--- src/rtl/frp_pkg.sv ---
// Package for the FASTA record parser: transaction types, character codes,
// register indexes. No dependencies.
package frp_pkg;

   // Register map
   localparam int CSR_INDEX_WIDTH = 1;
   localparam int CSR_DATA_WIDTH  = 16;
   localparam logic [CSR_INDEX_WIDTH-1:0] CSR_MAX_RESIDUES     = 1'd0;
   localparam logic [CSR_INDEX_WIDTH-1:0] CSR_MAX_HEADER_CHARS = 1'd1;

   localparam logic [15:0] MAX_RESIDUES_RESET     = 16'd39999;
   localparam logic [7:0]  MAX_HEADER_CHARS_RESET = 8'd198;

   // Characters
   localparam logic [7:0] CH_GT    = 8'h3E;  // '>'
   localparam logic [7:0] CH_LF    = 8'h0A;
   localparam logic [7:0] CH_CR    = 8'h0D;
   localparam logic [7:0] CH_TAB   = 8'h09;
   localparam logic [7:0] CH_VT    = 8'h0B;
   localparam logic [7:0] CH_FF    = 8'h0C;
   localparam logic [7:0] CH_SPACE = 8'h20;
   localparam logic [7:0] CH_UP_A  = 8'h41;
   localparam logic [7:0] CH_UP_Z  = 8'h5A;
   localparam logic [7:0] CH_LO_A  = 8'h61;
   localparam logic [7:0] CH_LO_Z  = 8'h7A;
   localparam logic [7:0] CASE_BIT = 8'h20;

   typedef enum logic [1:0] {
      KIND_NONE    = 2'd0,
      KIND_ID      = 2'd1,
      KIND_DESC    = 2'd2,
      KIND_RESIDUE = 2'd3
   } char_kind_type;

   typedef enum logic [4:0] {
      MODE_SEEK = 5'b00001,
      MODE_LEAD = 5'b00010,
      MODE_ID   = 5'b00100,
      MODE_DESC = 5'b01000,
      MODE_SEQ  = 5'b10000
   } parse_mode_type;

   typedef struct packed {
      logic [7:0] in_byte;
      logic       end_of_file;
   } req_type;

   typedef struct packed {
      logic [1:0]  char_kind;
      logic [7:0]  char_out;
      logic        record_start;
      logic        record_end;
      logic [31:0] record_offset;
      logic [15:0] seq_length;
      logic        overflow;
      logic        illegal_skipped;
      logic        header_error;
   } rsp_type;

   function automatic logic is_letter(input logic [7:0] c);
      return ((c >= CH_UP_A) && (c <= CH_UP_Z)) || ((c >= CH_LO_A) && (c <= CH_LO_Z));
   endfunction

   function automatic logic is_id_space(input logic [7:0] c);
      return (c == CH_SPACE) || (c == CH_TAB) || (c == CH_VT) || (c == CH_FF)
          || (c == CH_CR);
   endfunction

endpackage

--- src/rtl/fasta_record_parser_core.sv ---
// FASTA record parser top level: byte-serial mode machine with a result register.
// Depends on frp_pkg.
//
// One byte (or an end-of-file mark) is taken per transaction on req_, and exactly
// one result transaction follows on rsp_. Throughput is one byte per clock: the
// mode update and the compares all sit between the request port and the result
// register, so the next byte is accepted in the same cycle the previous result is
// taken, or while the result register is empty. req_ready
// only drops while a result waits in the register and rsp_ready is low. The
// stream offset is OFFSET_WIDTH bits internally (wraps modulo 2^OFFSET_WIDTH) and
// is reported on 32 bits; the residue counter is COUNT_WIDTH bits and saturates
// into the overflow flag, reported on 16 bits. End of file closes any open
// record and restarts the offset at zero. Configuration writes on csr_ take effect
// at the next byte and are meant for idle periods only.
module fasta_record_parser_core
   import frp_pkg::*;
#(
   parameter int OFFSET_WIDTH = 32,
   parameter int COUNT_WIDTH  = 16
) (
   input  logic                       clock,
   input  logic                       reset,
   // request channel
   input  logic                       req_valid,
   output logic                       req_ready,
   input  req_type                    req_data,
   // result channel
   output logic                       rsp_valid,
   input  logic                       rsp_ready,
   output rsp_type                    rsp_data,
   // configuration
   input  logic                       csr_we,
   input  logic [CSR_INDEX_WIDTH-1:0] csr_index,
   input  logic [CSR_DATA_WIDTH-1:0]  csr_wdata
);

   // compare width for residue count vs. 16-bit limit
   localparam int CMP_WIDTH = (COUNT_WIDTH > 16) ? COUNT_WIDTH : 16;

   // config registers
   logic [15:0] max_residues_ff;
   logic [7:0]  max_header_chars_ff;

   // parser state
   parse_mode_type          mode_ff, mode_in;
   logic [OFFSET_WIDTH-1:0] byte_offset_ff, byte_offset_in;
   logic [OFFSET_WIDTH-1:0] start_offset_ff, start_offset_in;
   logic [7:0]              header_count_ff, header_count_in;
   logic [COUNT_WIDTH-1:0]  residue_count_ff, residue_count_in;
   logic                    overflow_ff, overflow_in;

   // result register
   logic    rsp_valid_ff, rsp_valid_in;
   rsp_type rsp_data_ff, rsp_data_in;

   logic req_fire;

   assign req_ready = !rsp_valid_ff || rsp_ready;
   assign req_fire  = req_valid && req_ready;
   assign rsp_valid = rsp_valid_ff;
   assign rsp_data  = rsp_data_ff;

   always_ff @(posedge clock) begin
      if (reset) begin
         max_residues_ff     <= MAX_RESIDUES_RESET;
         max_header_chars_ff <= MAX_HEADER_CHARS_RESET;
      end else if (csr_we) begin
         unique case (csr_index)
            CSR_MAX_RESIDUES:     max_residues_ff     <= csr_wdata;
            CSR_MAX_HEADER_CHARS: max_header_chars_ff <= csr_wdata[7:0];
            default: ;
         endcase
      end
   end

   // Next-state and result logic for the byte at the request port
   always_comb begin
      logic [7:0]           c;
      logic                 in_header;
      logic                 room_header;
      logic                 room_residue;
      logic [CMP_WIDTH-1:0] count_wide;
      logic [CMP_WIDTH-1:0] limit_wide;
      logic [1:0]           kind;
      logic [7:0]           ch;
      logic                 rstart, rend, illegal, herr;

      c          = req_data.in_byte;
      in_header  = (mode_ff == MODE_LEAD) || (mode_ff == MODE_ID) || (mode_ff == MODE_DESC);
      room_header = header_count_ff < max_header_chars_ff;
      count_wide = CMP_WIDTH'(residue_count_ff);
      limit_wide = CMP_WIDTH'(max_residues_ff);
      room_residue = (count_wide < limit_wide) && !(&residue_count_ff);

      kind    = KIND_NONE;
      ch      = '0;
      rstart  = 1'b0;
      rend    = 1'b0;
      illegal = 1'b0;
      herr    = 1'b0;

      mode_in          = mode_ff;
      byte_offset_in   = byte_offset_ff;
      start_offset_in  = start_offset_ff;
      header_count_in  = header_count_ff;
      residue_count_in = residue_count_ff;
      overflow_in      = overflow_ff;

      if (req_data.end_of_file) begin
         // close any open record, restart the stream
         if (mode_ff != MODE_SEEK) begin
            rend = 1'b1;
            herr = (mode_ff == MODE_LEAD);
         end
         mode_in        = MODE_SEEK;
         byte_offset_in = '0;
      end else begin
         byte_offset_in = byte_offset_ff + OFFSET_WIDTH'(1);
         if (in_header) begin
            if (c == CH_LF) begin
               herr    = (mode_ff == MODE_LEAD);
               mode_in = MODE_SEQ;
            end else if (room_header) begin
               header_count_in = header_count_ff + 8'd1;
               unique case (mode_ff)
                  MODE_LEAD: begin
                     if (!is_id_space(c)) begin
                        kind    = KIND_ID;
                        ch      = c;
                        mode_in = MODE_ID;
                     end
                  end
                  MODE_ID: begin
                     if (is_id_space(c)) begin
                        mode_in = MODE_DESC;
                     end else begin
                        kind = KIND_ID;
                        ch   = c;
                     end
                  end
                  default: begin
                     kind = KIND_DESC;
                     ch   = c;
                  end
               endcase
            end
         end else if (c == CH_GT) begin
            // new record; closes the previous one if sequence was open
            rend             = (mode_ff == MODE_SEQ);
            rstart           = 1'b1;
            mode_in          = MODE_LEAD;
            start_offset_in  = byte_offset_ff;
            header_count_in  = '0;
            residue_count_in = '0;
            overflow_in      = 1'b0;
         end else if (mode_ff == MODE_SEQ) begin
            if (is_letter(c)) begin
               if (room_residue) begin
                  residue_count_in = residue_count_ff + COUNT_WIDTH'(1);
                  kind             = KIND_RESIDUE;
                  ch               = (c >= CH_LO_A) ? (c & ~CASE_BIT) : c;
               end else begin
                  overflow_in = 1'b1;
               end
            end else if ((c != CH_SPACE) && (c != CH_TAB) && (c != CH_LF)
                         && (c != CH_CR)) begin
               illegal = 1'b1;
            end
         end else begin
            mode_in = MODE_SEEK;
         end
      end

      rsp_data_in.char_kind       = kind;
      rsp_data_in.char_out        = ch;
      rsp_data_in.record_start    = rstart;
      rsp_data_in.record_end      = rend;
      rsp_data_in.record_offset   = 32'(start_offset_in);
      // a closing byte reports the length and overflow of the record that just ended
      rsp_data_in.seq_length      = rend ? 16'(residue_count_ff) : 16'(residue_count_in);
      rsp_data_in.overflow        = rend ? overflow_ff : overflow_in;
      rsp_data_in.illegal_skipped = illegal;
      rsp_data_in.header_error    = herr;

      if (req_fire) begin
         rsp_valid_in = 1'b1;
      end else if (rsp_ready) begin
         rsp_valid_in = 1'b0;
      end else begin
         rsp_valid_in = rsp_valid_ff;
      end
   end

   always_ff @(posedge clock) begin
      if (reset) begin
         mode_ff          <= MODE_SEEK;
         byte_offset_ff   <= '0;
         start_offset_ff  <= '0;
         header_count_ff  <= '0;
         residue_count_ff <= '0;
         overflow_ff      <= 1'b0;
         rsp_valid_ff     <= 1'b0;
      end else begin
         rsp_valid_ff <= rsp_valid_in;
         if (req_fire) begin
            mode_ff          <= mode_in;
            byte_offset_ff   <= byte_offset_in;
            start_offset_ff  <= start_offset_in;
            header_count_ff  <= header_count_in;
            residue_count_ff <= residue_count_in;
            overflow_ff      <= overflow_in;
         end
      end
   end

   // payload only, no reset
   always_ff @(posedge clock) begin
      if (req_fire) begin
         rsp_data_ff <= rsp_data_in;
      end
   end

endmodule

--- config.mk ---
export PLATFORM = sky130hd
export DESIGN_NAME = fasta_record_parser_core
export DESIGN_NICKNAME = d
export VERILOG_FILES = /design/src/rtl/frp_pkg.sv /design/src/rtl/fasta_record_parser_core.sv
export SDC_FILE = /design/constraint.sdc
export NUM_CORES = 1
export LEC_CHECK = 0
export BUFFER_PORTS_ARGS = -buffer_cell sky130_fd_sc_hd__buf_4
export CAP_MARGIN = 15
export CORE_MARGIN = 2
export CORE_UTILIZATION = 63
export CTS_BUF_LIST = sky130_fd_sc_hd__clkbuf_16
export CTS_CLUSTER_SIZE = 10
export DETAILED_ROUTE_END_ITERATION = 8
export GPL_ROUTABILITY_DRIVEN = 0
export HOLD_SLACK_MARGIN = 0.12
export PLACE_DENSITY_LB_ADDON = 0.08
export SLEW_MARGIN = 20
export SYNTH_ARGS = -nofsm -noshare
export SYNTH_HDL_FRONTEND = slang
export SYNTH_SLANG_ARGS = --single-unit
--- constraint.sdc ---
create_clock -name clock -period 10 [get_ports clock]
set_input_delay 0.5 -clock clock [delete_from_list [all_inputs] [get_ports clock]]
set_output_delay 0.5 -clock clock [all_outputs]
set_load 0.05 [all_outputs]
==> metrics.md <==
| Metric | Value |
|---|---|
| Status | completed |
| Final Max Tran Viols | 0 |
| Syn nets | 1023 |
| Commonest cells post-synth | nand2_1, nor2_1, dfxtp_1 |
| Crit share post-route | 0.319 |
| Antenna Cells | 0 |
| Post-synthesis sequential area ratio | 0.502 |
| Mapped Cells | 967 |
| Area Growth Syn to Fin | 15.3% |
| Drt wl/cell | 15.8 um |
| Largest net degree at the start of global routing | 84 |
| Synth area leader | dfxtp_1 |
| TritonCTS clock tree | built |
| Cell Area, Placed | 9260 sq um |
| GR Util All Layers | 0.276 |
| Async set-or-reset flop fraction in the synthesized netlist | 0 |
| Ys flop type | dfxtp_1 |
| Setup bufs post-CTS | 0 |
| Grt total ovfl | 0 |
| Die Wd | 120 um |
| Port bufs | 95 |
| Share of cells above drive strength 1 | 0.141 |
| Final antenna-violating net count | 0 |
| WP data arrival | 3540 ps |
| Post-DP HPWL | 12700 um |
| Max Fclk | 314 MHz |
| Flops & latches, synth | 182 |
| CP Capture Type | flip-flop |
| Final Setup Violations | 0 |
| Leakage | 3.95 nW |
| R2r setup slk | 6810 ps |
| Root Driver | clkbuf_16 |
| Share of the synthesized area in the top cell type | 0.280 |
| Critical Path Fanout Max | 15 |
| DR vias | 7305 |
| Hold WC Path Type | input port to flip-flop |
| Setup TNS | 0 ps |
| Final setup margin | 6810 ps |
| Cell with the most instances after synthesis | nand2_1 |
| CTS buffer count | 17 |
| # IOs | 96 |
| Design Area, Final | 9810 sq um |
| Post-synthesis cell type count | 64 |
| CTS sink count | 182 |
| Vias in the first global route | 6783 |
| Post-layout nets | 1094 |
| Slowest CP cell | or4_1 |
| Max-Cap Viols | 0 |
| Clock-pin slew on the worst setup and hold paths | 70 ps |
| Top post-synthesis cells by area | dfxtp_1, edfxtp_1, nand2_1 |
| RSZ-0062 raised after global routing | no |
| Worst-Margin Slew | 1040 ps |
| Slew headroom | 0.310 |
| Post-synth EDFFs | 63 |
| Max clock buf depth | 2 |
| Clk_lat worst skew | 430 ps |
| Initial DRC Count | 707 |
| CTS resizes | 0 |
| Initial core utilization | 0.645 |
| R2R depth | 8 |
| Mapped Area | 8510 sq um |
| Final wirelength | 19400 um |
| R2R Path Start | max_header_chars_ff[5]$_SDFFE_PP0P_ |
| Row cnt | 42 |
| DRC | 0 |
| Core ar. | 13200 sq um |
| Hold path depth | 2 |
| Nature of the critical path startpoint | flip-flop |
| Final Hold Fails | 0 |
| FF-to-FF End | header_count_ff[3]$_SDFFE_PP0P_ |
| Pwr/cell area | 164 nW/um^2 |
| Critical Path, Cell by Cell | inv_1 > ha_1 > a2111oi_0 > nand2b_1 > o21ai_1 > o2111ai_1 > or4_1 > a21oi_1 |
| Hold worst-path end | max_residues_ff[12]$_SDFFE_PP1P_ |
| Die Y | 120 um |
| Crit Path Class | flip-flop to flip-flop |
| Peak supply drop | 185 uV |
| First-pass GRT wire length | 32100 um |
| Yosys warns | 0 |
| Pre-antenna DRT Iters | 6 |
| Final setup skew | 14.2 ps |
| Hold Startpoint | csr_wdata[12] |
| Die footprint | 14500 sq um |
| Mean post-synth cell area | 8.80 sq um |
| Initial antenna violation count | 0 |
| Cts hold-fix bufs | 0 |
| H-tree depth | 4 |
| Setup slack at placement | 6740 ps |
| Fin crit period | 3190 ps |
| WP data required | 10350 ps |
| Slowest Stage Delay on Critical Path | 640 ps |
| Via-to-Cell Ratio | 5.95 |
[where the power goes]
part,switching (mW),internal [mW]
combinational,0.122,0.0518
clock,0.301,0.324
sequential,0.0129,0.798
[cell usage in the layout (no fill, tap or decap), types with 9 or more instances in the layout]
| cell | synthesis | final |
|---|---|---|
| nand2_1 | 166 | 166 |
| nor2_1 | 130 | 130 |
| dfxtp_1 | 119 | 119 |
| buf_4 | 2 | 102 |
| edfxtp_1 | 63 | 63 |
| a21oi_1 | 61 | 61 |
| nor3_1 | 37 | 37 |
| nand3_1 | 37 | 37 |
| inv_1 | 35 | 35 |
| o21ai_0 | 32 | 32 |
| ha_1 | 25 | 25 |
| or3_1 | 19 | 19 |
| xor2_1 | 18 | 18 |
| nand4_1 | 17 | 17 |
| clkbuf_16 | 0 | 17 |
| a211o_1 | 13 | 13 |
| or4_1 | 12 | 12 |
| and3_1 | 11 | 11 |
| and2_1 | 11 | 11 |
| mux2i_1 | 10 | 10 |
| a31oi_1 | 10 | 10 |
| nand2b_1 | 9 | 9 |
[worst max-delay path by stage]
stage                                        start                              end  slack (ps)
6_report       max_header_chars_ff[5]$_SDFFE_PP0P_  header_count_ff[3]$_SDFFE_PP0P_        6810
5_1_grt        max_header_chars_ff[5]$_SDFFE_PP0P_  header_count_ff[5]$_SDFFE_PP0P_        6540
4_1_cts                    mode_ff[1]$_SDFFE_PP0P_           rsp_data[17]$_DFFE_PP_        6840
3_5_place_dp                           req_data[1]           rsp_data[17]$_DFFE_PP_        6740
3_3_place_gp                           req_data[1]           rsp_data[17]$_DFFE_PP_        6890
2_1_floorplan               rsp_valid$_SDFFE_PP0P_            rsp_data[0]$_DFFE_PP_        5980
[metal layers]
metal	vias to the layer above	part of all wire	global-route usage	routed length, um
met2	267	0.49	0.452	9460
met4	0	0.022	0.0938	429
li1	3540	-	-	-
met1	3455	0.43	0.370	8270
met5	-	0	0	0
met3	43	0.066	0.0552	1280
[flip-flops by register name, summed over array words and instances (netlist names)]
register / cells
max_header_chars_ff: 8
residue_count_ff: 16
rsp_valid: 1
start_offset_ff: 32
max_residues_ff: 16
overflow_ff: 1
rsp_data: 63
mode_ff: 5
byte_offset_ff: 32
header_count_ff: 8
[through the flow]
step	utilization	hold slack (ps)	std cells	power [mW]
after floorplan	-	435	967	0.949
after global placement	0.702	445	1195	0.999
after detailed placement	0.702	447	1195	1.00
after CTS	0.744	259	1227	1.61
after global routing	0.744	255	1227	1.66
final	0.744	265	1227	1.61
[logic make-up (layout without fill, tap and decap cells)]
group / after synthesis / count (layout) / share of synthesized area
simple gates: 478 / 478 / 0.262
flops: 182 / 182 / 0.502
xor+xnor: 25 / 25 / 0.0257
fa+ha+maj: 25 / 25 / 0.0368
compound gates: 160 / 160 / 0.117
buf+inv: 86 / 170 / 0.0434
mux: 11 / 11 / 0.0131
[critical path, delay by kind of cell (launching register included)]
family / cells / cell delay (ps)
AND/OR/NAND/NOR: 2 / 740
flip-flops: 1 / 330
buffers and inverters: 1 / 50
AO/OA/AOI/OAI: 4 / 1700
adder cells (fa/ha/maj): 1 / 290
[area by class of cell]
type / instances / area [sq um]
clock inverter: 15 / 119
inverter: 36 / 138
clock buffer: 17 / 425
fill: 1019 / 3380
tap: 176 / 220
sequential: 182 / 4270
multi-input combinational: 699 / 3860
timing repair buffer: 102 / 766
Note: power is estimated with default switching activity, not from simulation.
